File: src/rtl/core/assert_macros.svh
// Assertion macros shared by the cache lookup RTL.
// Each macro expects a clock named clk and a reset named rst in scope.
`ifndef ASSERT_MACROS_SVH
`define ASSERT_MACROS_SVH

// Same-cycle implication, disabled during reset.
`define ASSERT_IMPLIES(label, ante, cons) \
  label: assert property (@(posedge clk) disable iff (rst) (ante) |-> (cons)) \
    else $error("same-cycle implication violated");

// Next-cycle implication, disabled during reset.
`define ASSERT_NEXT(label, ante, cons) \
  label: assert property (@(posedge clk) disable iff (rst) (ante) |=> (cons)) \
    else $error("next-cycle implication violated");

`endif

File: src/rtl/core/dmc_pkg.sv
// Shared constants, types and store request/response structs for the cache lookup.
// No dependencies.
`default_nettype none

package dmc_pkg;

  localparam int ENTRIES      = 16;
  localparam int ADDRESS_BITS = 16;
  localparam int DATA_BITS    = 32;
  localparam int INDEX_OUT_W  = 4;

  // Entry count register.
  localparam int CFG_W = 5;
  localparam logic [CFG_W-1:0] CFG_RESET = CFG_W'(16);

  // The count register cannot name more than this many entries.
  localparam int CFG_MAX      = (1 << CFG_W) - 1;
  localparam int USED_ENTRIES = (ENTRIES < CFG_MAX) ? ENTRIES : CFG_MAX;
  localparam int IDX_W        = (USED_ENTRIES > 1) ? $clog2(USED_ENTRIES) : 1;

  // Partial remainder needs one bit above the divisor.
  localparam int REM_W = CFG_W + 1;
  localparam int STEP_W = $clog2(ADDRESS_BITS + 1);

  typedef enum logic [1:0] {
    OUTCOME_EMPTY    = 2'd0,
    OUTCOME_HIT      = 2'd1,
    OUTCOME_CONFLICT = 2'd2
  } outcome_t;

  typedef struct packed {
    logic                    rd;
    logic                    wr;
    logic [IDX_W-1:0]        idx;
    logic [ADDRESS_BITS-1:0] tag;
    logic [DATA_BITS-1:0]    word;
  } store_req_t;

  typedef struct packed {
    logic                    valid;
    logic [ADDRESS_BITS-1:0] tag;
    logic [DATA_BITS-1:0]    word;
  } store_rsp_t;

endpackage

`default_nettype wire

File: src/rtl/core/direct_mapped_cache_lookup.sv
// Top level of the direct-mapped cache lookup: sequencer, count register, assertions.
// Depends on dmc_pkg, dmc_remainder, dmc_store and assert_macros.svh.
//
// Usage:
//   An access (address, fill_data) transfers at a rising edge with start high
//   and busy low. The entry index is address modulo entries_in_use (0 counts
//   as 1, values above the entry count are clamped). The result (outcome,
//   entry_index, read_data) is on the ports for exactly one cycle with done
//   high; the receiver cannot stall it, so it must take it in that cycle.
//   The transfer starts the bit-serial remainder unit (one address bit per
//   cycle); a tag read, a compare-and-fill write and a read-back of the
//   entry through the single memory port follow, and done rises with the
//   read-back. busy drops in the done cycle, so a new access can transfer
//   at the edge that ends it; before that, start is ignored.
//   cfg_we writes entries_in_use from cfg_wdata; write it only while idle.
//   Reset (synchronous, rst high) clears all valid flags at once, sets
//   entries_in_use to 16 and returns the block to idle; tags and data stay
//   undefined until filled.
`default_nettype none

`include "assert_macros.svh"

module direct_mapped_cache_lookup (
  input  wire logic                             clk,
  input  wire logic                             rst,
  input  wire logic                             start,
  output logic                                  busy,
  input  wire logic [dmc_pkg::ADDRESS_BITS-1:0] address,
  input  wire logic [dmc_pkg::DATA_BITS-1:0]    fill_data,
  output logic                                  done,
  output dmc_pkg::outcome_t                     outcome,
  output logic [dmc_pkg::INDEX_OUT_W-1:0]       entry_index,
  output logic [dmc_pkg::DATA_BITS-1:0]         read_data,
  input  wire logic                             cfg_we,
  input  wire logic [dmc_pkg::CFG_W-1:0]        cfg_wdata
);
  import dmc_pkg::*;

  typedef enum logic [2:0] {
    S_IDLE,
    S_DIVIDE,
    S_TAG_READ,
    S_COMPARE,
    S_READBACK
  } state_t;

  state_t                  state;
  logic [CFG_W-1:0]        entries_in_use;
  logic [CFG_W-1:0]        n_eff;
  logic [ADDRESS_BITS-1:0] addr_q;
  logic [DATA_BITS-1:0]    data_q;
  logic [IDX_W-1:0]        idx_q;
  logic                    accept;
  logic                    div_done;
  logic [REM_W-1:0]        div_rem;
  outcome_t                lookup_outcome;
  store_req_t              req;
  store_rsp_t              rsp;

  assign accept = start && !busy;

  // Clamp the count register: zero means one entry, and never past the store depth.
  always_comb begin
    if (entries_in_use == '0) begin
      n_eff = CFG_W'(1);
    end else if (entries_in_use > CFG_W'(USED_ENTRIES)) begin
      n_eff = CFG_W'(USED_ENTRIES);
    end else begin
      n_eff = entries_in_use;
    end
  end

  // Count register; the user must write it only while the block is idle (not enforced here).
  always_ff @(posedge clk) begin
    if (rst) begin
      entries_in_use <= CFG_RESET;
    end else if (cfg_we) begin
      entries_in_use <= cfg_wdata;
    end
  end

  // Remainder unit starts on the same edge that transfers the access.
  dmc_remainder u_rem (
    .clk      (clk),
    .rst      (rst),
    .start    (accept),
    .dividend (address),
    .divisor  (n_eff),
    .done     (div_done),
    .rem      (div_rem)
  );

  // Tag read, then fill, then read back the filled word through one port.
  always_comb begin
    req.rd   = (state == S_TAG_READ) || (state == S_READBACK);
    req.wr   = (state == S_COMPARE);
    req.idx  = idx_q;
    req.tag  = addr_q;
    req.word = data_q;
  end

  dmc_store u_store (
    .clk (clk),
    .rst (rst),
    .req (req),
    .rsp (rsp)
  );

  // Classify against the entry as it stood before the fill.
  always_comb begin
    if (!rsp.valid) begin
      lookup_outcome = OUTCOME_EMPTY;
    end else if (rsp.tag == addr_q) begin
      lookup_outcome = OUTCOME_HIT;
    end else begin
      lookup_outcome = OUTCOME_CONFLICT;
    end
  end

  always_ff @(posedge clk) begin
    if (rst) begin
      state <= S_IDLE;
      busy  <= 1'b0;
      done  <= 1'b0;
    end else begin
      done <= 1'b0;
      unique case (state)
        S_IDLE: begin
          if (accept) begin
            // Hold the access for the whole lookup.
            addr_q <= address;
            data_q <= fill_data;
            busy   <= 1'b1;
            state  <= S_DIVIDE;
          end
        end
        S_DIVIDE: begin
          if (div_done) begin
            idx_q <= IDX_W'(div_rem);
            state <= S_TAG_READ;
          end
        end
        S_TAG_READ: begin
          state <= S_COMPARE;
        end
        S_COMPARE: begin
          outcome <= lookup_outcome;
          state   <= S_READBACK;
        end
        S_READBACK: begin
          // Present the result for one cycle; the read-back word lands with it.
          done        <= 1'b1;
          entry_index <= INDEX_OUT_W'(idx_q);
          busy        <= 1'b0;
          state       <= S_IDLE;
        end
        default: begin
          state <= S_IDLE;
        end
      endcase
    end
  end

  assign read_data = rsp.word;

  // A transferred access always makes the block busy.
  `ASSERT_NEXT(a_accept_busy, accept, busy)
  // The read-back word matches the fill data of the access being answered.
  `ASSERT_IMPLIES(a_readback_data, done, read_data == data_q)
  // The remainder finishes only while the sequencer waits for it.
  `ASSERT_IMPLIES(a_div_in_divide, div_done, state == S_DIVIDE)
  // Results never come in consecutive cycles.
  `ASSERT_NEXT(a_single_done, done, !done)

endmodule

`default_nettype wire

File: src/rtl/core/dmc_remainder.sv
// Bit-serial restoring remainder: one address bit per cycle.
// Depends on dmc_pkg.
`default_nettype none

module dmc_remainder (
  input  wire logic                             clk,
  input  wire logic                             rst,
  input  wire logic                             start,
  input  wire logic [dmc_pkg::ADDRESS_BITS-1:0] dividend,
  input  wire logic [dmc_pkg::CFG_W-1:0]        divisor,
  output logic                                  done,
  output logic [dmc_pkg::REM_W-1:0]             rem
);
  import dmc_pkg::*;

  logic                    active;
  logic [STEP_W-1:0]       steps;
  logic [ADDRESS_BITS-1:0] shift;
  logic [CFG_W-1:0]        div_q;
  logic [REM_W-1:0]        trial;

  // Shift in the next dividend bit; the partial remainder stays below the divisor.
  assign trial = {rem[REM_W-2:0], shift[ADDRESS_BITS-1]};

  always_ff @(posedge clk) begin
    if (rst) begin
      active <= 1'b0;
      done   <= 1'b0;
      steps  <= '0;
    end else begin
      done <= 1'b0;
      if (start) begin
        active <= 1'b1;
        steps  <= STEP_W'(ADDRESS_BITS);
        shift  <= dividend;
        div_q  <= divisor;
        rem    <= '0;
      end else if (active) begin
        if (trial >= {1'b0, div_q}) begin
          rem <= trial - {1'b0, div_q};
        end else begin
          rem <= trial;
        end
        shift <= shift << 1;
        steps <= steps - STEP_W'(1);
        if (steps == STEP_W'(1)) begin
          active <= 1'b0;
          done   <= 1'b1;
        end
      end
    end
  end

endmodule

`default_nettype wire

File: src/rtl/core/dmc_store.sv
// Tag and data memory with per-entry valid flags and one registered read port.
// Depends on dmc_pkg.
`default_nettype none

module dmc_store (
  input  wire logic                clk,
  input  wire logic                rst,
  input  wire dmc_pkg::store_req_t req,
  output dmc_pkg::store_rsp_t      rsp
);
  import dmc_pkg::*;

  logic [ADDRESS_BITS-1:0] tag_mem  [USED_ENTRIES];
  logic [DATA_BITS-1:0]    word_mem [USED_ENTRIES];
  logic [USED_ENTRIES-1:0] valid;
  logic                    rd_valid;
  logic [ADDRESS_BITS-1:0] rd_tag;
  logic [DATA_BITS-1:0]    rd_word;

  assign rsp = '{valid: rd_valid, tag: rd_tag, word: rd_word};

  always_ff @(posedge clk) begin
    if (rst) begin
      valid    <= '0;
      rd_valid <= 1'b0;
    end else begin
      if (req.wr) begin
        valid[req.idx] <= 1'b1;
      end
      if (req.rd) begin
        rd_valid <= valid[req.idx];
      end
    end
  end

  always_ff @(posedge clk) begin
    if (req.wr) begin
      tag_mem[req.idx]  <= req.tag;
      word_mem[req.idx] <= req.word;
    end
    if (req.rd) begin
      rd_tag  <= tag_mem[req.idx];
      rd_word <= word_mem[req.idx];
    end
  end

endmodule

`default_nettype wire
File: config.mk
export PLATFORM = sky130hd
export DESIGN_NAME = direct_mapped_cache_lookup
export DESIGN_NICKNAME = d
export VERILOG_FILES = /design/src/rtl/core/dmc_pkg.sv /design/src/rtl/core/direct_mapped_cache_lookup.sv /design/src/rtl/core/dmc_remainder.sv /design/src/rtl/core/dmc_store.sv
export VERILOG_INCLUDE_DIRS = /design/src /design/src/rtl/core
export SDC_FILE = /design/constraint.sdc
export NUM_CORES = 1
export LEC_CHECK = 0
export BUFFER_PORTS_ARGS = -buffer_cell sky130_fd_sc_hd__buf_4
export CAP_MARGIN = 10
export CORE_MARGIN = 8
export CORE_UTILIZATION = 50
export DETAILED_ROUTE_END_ITERATION = 10
export GPL_ROUTABILITY_DRIVEN = 0
export HOLD_SLACK_MARGIN = 0.06
export PLACE_DENSITY = 0.77
export SLEW_MARGIN = 20
export SYNTH_ARGS = -nofsm -noshare
export SYNTH_HDL_FRONTEND = slang
export SYNTH_SLANG_ARGS = --single-unit
File: constraint.sdc
create_clock -name clk -period 21.7 [get_ports clk]
set_input_delay 3.255 -clock clk [delete_from_list [all_inputs] [get_ports clk]]
set_output_delay 3.255 -clock clk [all_outputs]
set_load 0.01 [all_outputs]
==> flow_summary.ini <==
[outcome]
status = finished, final reports clean

[timing]
worst_slack_ns = 16.83
relSlewSlack_pct = 27.94
final.setup.tns_ns = 0
max_freq_mhz = 205.5
rsz0062_at_grt = no
clock_skew_ns = 0.02667
setup_violations = 0
fin_crit_sh_pct = 22.42
finalCriticalPeriod_ns = 4.866
drv_slew = 0
tightest_slew_ns = 1.081
hold_viol = 0
worst_hold_slack_ns = 0.4694

[finish]
multi_input_area_um2 = 6937
nNetsFinal = 1694
synthToLayoutAreaGrowth_pct = 12.49
fillers = 4897
antenna_cells = 0
drive_gt1_share_pct = 30.03
regArea_um2 = 27710
fin_util_pct = 56.65

[worst_hold_path]
holdPathStages = 1
hold_class = reg2reg

[grt]
grt_first_pass_wirelength_mm = 110.3
grt_max_degree = 71
antenna_found_initial = 1
grt.overflow.total = 0
grt_pass1_vias = 16850
track_usage_pct = 19.07

[detailed_routing]
final_antenna_net_count = 0
wl_per_cell_um = 28.57
wirelength_mm = 75.28
routed_via_density = 6.062
num_vias = 15970
drc = 0
dr.pass1.iters = 7
drt_iter0_markers = 1651

[clocking]
cts.hold.buffers_added = 0
postCtsSetupRepairBufs = 0
clk_latency_ns = 0.63
clockBufferDepth = 3
cts_tree = yes
clkTransAtPathRegs_ns = 0.06
ctsRootBufferMaster = clkbuf_16
cts_repair_resize_count = 0
cts_sinks = 934
cts_buffers = 88
clock_tree.htree_level_count = 3

[job]
max_cap_violations = 0

[synth]
yosysWarningCount = 0
ys_ff_latch = 934
syn-cell-area_um2 = 35210
synth_area_per_cell_um2 = 23.31
synthTopCellsByArea = edfxtp_1 (77%), mux4_2 (15%), dfxtp_1 (1.9%)
yosysTopAreaCellShare_pct = 76.77
ys_types = 46
yosysTopAreaCell = edfxtp_1
syn_inst = 1510
synth_nets = 1577
yosysSeqAreaShare_pct = 78.70

[setup_path]
end_kind = flop
setup.worst_path.class = in2reg
crit_path_max_fanout = 48
crit_path_start_kind = primary input
ff2ff_path_depth = 4
critical_path_required_ns = 21.93
arrival_ns = 5.09

[place]
post-dp-hpwl_mm = 36.49
pre_cts_ws_ns = 16.21
io_buffers = 96

[floorplan]
dieHeight_um = 281.4
die_area_um2 = 79160
ios = 97
core_um2 = 69910
die_w_um = 281.4
initial_utilization_pct = 50.36
rows = 97

[power_and_ir_drop]
p_per_area_nw_per_um2 = 89.14
p_leak_nw = 12.54
total_power_mw = 3.530
peakVddDrop_uv = 59.59
==> logic make-up after synthesis <==
kind of cell	count (synthesis)	synth area share (%)
compound gates	41	0.8424
xor+xnor	22	0.5473
fa+ha+maj	10	0.3767
buf+inv	115	1.955
flops	934	78.70
mux	254	15.85
simple gates	134	1.727
==> metrics by stage <==
| stage | area (µm²) | instances |
|---|---|---|
| 2_1_floorplan | 35210 | 1510 |
| 3_3_place_gp | 36840 | 2477 |
| 3_5_place_dp | 36840 | 2477 |
| 4_1_cts | 39600 | 2635 |
| 5_1_grt | 39600 | 2635 |
| 6_report | 39600 | 2635 |
==> power by group <==
part	total [mW]	switching (mW)	internal, mW
combinational	0.0435	0.0248	0.0188
clock	1.49	0.640	0.848
sequential	2.00	0.0188	1.98
total	3.53	0.683	2.85
==> layout by cell type (no fill, tap or decap), types with 16 or more instances in the layout <==
cell,Yosys,final
dfxtp_1,34,34
mux4_2,240,240
xnor2_1,20,20
nand2_1,58,58
buf_4,32,128
o21a_1,16,16
edfxtp_1,900,900
clkbuf_16,0,90
clkbuf_1,36,27
nor2_1,33,20
==> cells in the mapped netlist (all sizes together) <==
cell type  number
a21o            4
clkinv          1
xor2            2
o31a            1
a211oi          4
a31oi           2
mux4          242
nand4           7
ha              9
a2bb2oi         1
nand2          58
a2111oi         1
clkbuf         36
mux2            2
mux2i          10
nand3           1
o211ai          1
o41ai           1
and2            6
inv            12
nor4b           3
o2111ai         1
nor2           33
a21oi           3
edfxtp        900
buf            66
fa              1
nor2b           4
o21a           16
a22o            1
and3            3
xnor2          20
or4             1
o21ai           4
nor3           10
a211o           1
nand2b          3
nand3b          2
dfxtp          34
or3             2
nor4            1
==> path summary, 6_finish.rpt <==
kind	from	to	slack, ns
max	start	data_q[16]	16.83
min	u_store.valid[7]	u_store.valid[7]	0.47
max reg2reg	idx_q[1]	u_store.rd_word[27]	17.66
min reg2reg	u_store.valid[7]	u_store.valid[7]	0.47
==> layer usage <==
metal / wire, µm / global-route usage [%]
met1: 28510 / 24.99
met5: 0 / 0
met3: 6191 / 3.764
met2: 38730 / 32.65
met4: 1847 / 5.397
==> cell type report <==
class                      count  area share [%]
clock buffer                 117           5.943
clock inverter                41           1.027
inverter                      13          0.1232
multi-input combinational    461           17.52
sequential                   934           69.97
tap                          940           2.970
timing repair buffer         129           2.455
==> worst max-delay path, stage by stage <==
cell and delay, ns:
buf_4 0.10, nand2b_1 0.47, nor4b_2 0.37, buf_4 0.84
==> sequential cells by signal, summed over array words and instances, names as in the netlist, 5 cells and up <==
| signal | flops |
|---|---|
| addr_q | 16 |
| u_rem.rem | 5 |
| data_q | 32 |
| u_store.word_mem | 512 |
| u_rem.steps | 5 |
| u_store.rd_word | 32 |
| u_rem.div_q | 5 |
| u_store.rd_tag | 16 |
| u_store.tag_mem | 256 |
| u_rem.shift | 16 |
| u_store.valid | 16 |
| entries_in_use | 5 |
Power figures use the tool's default switching activity.
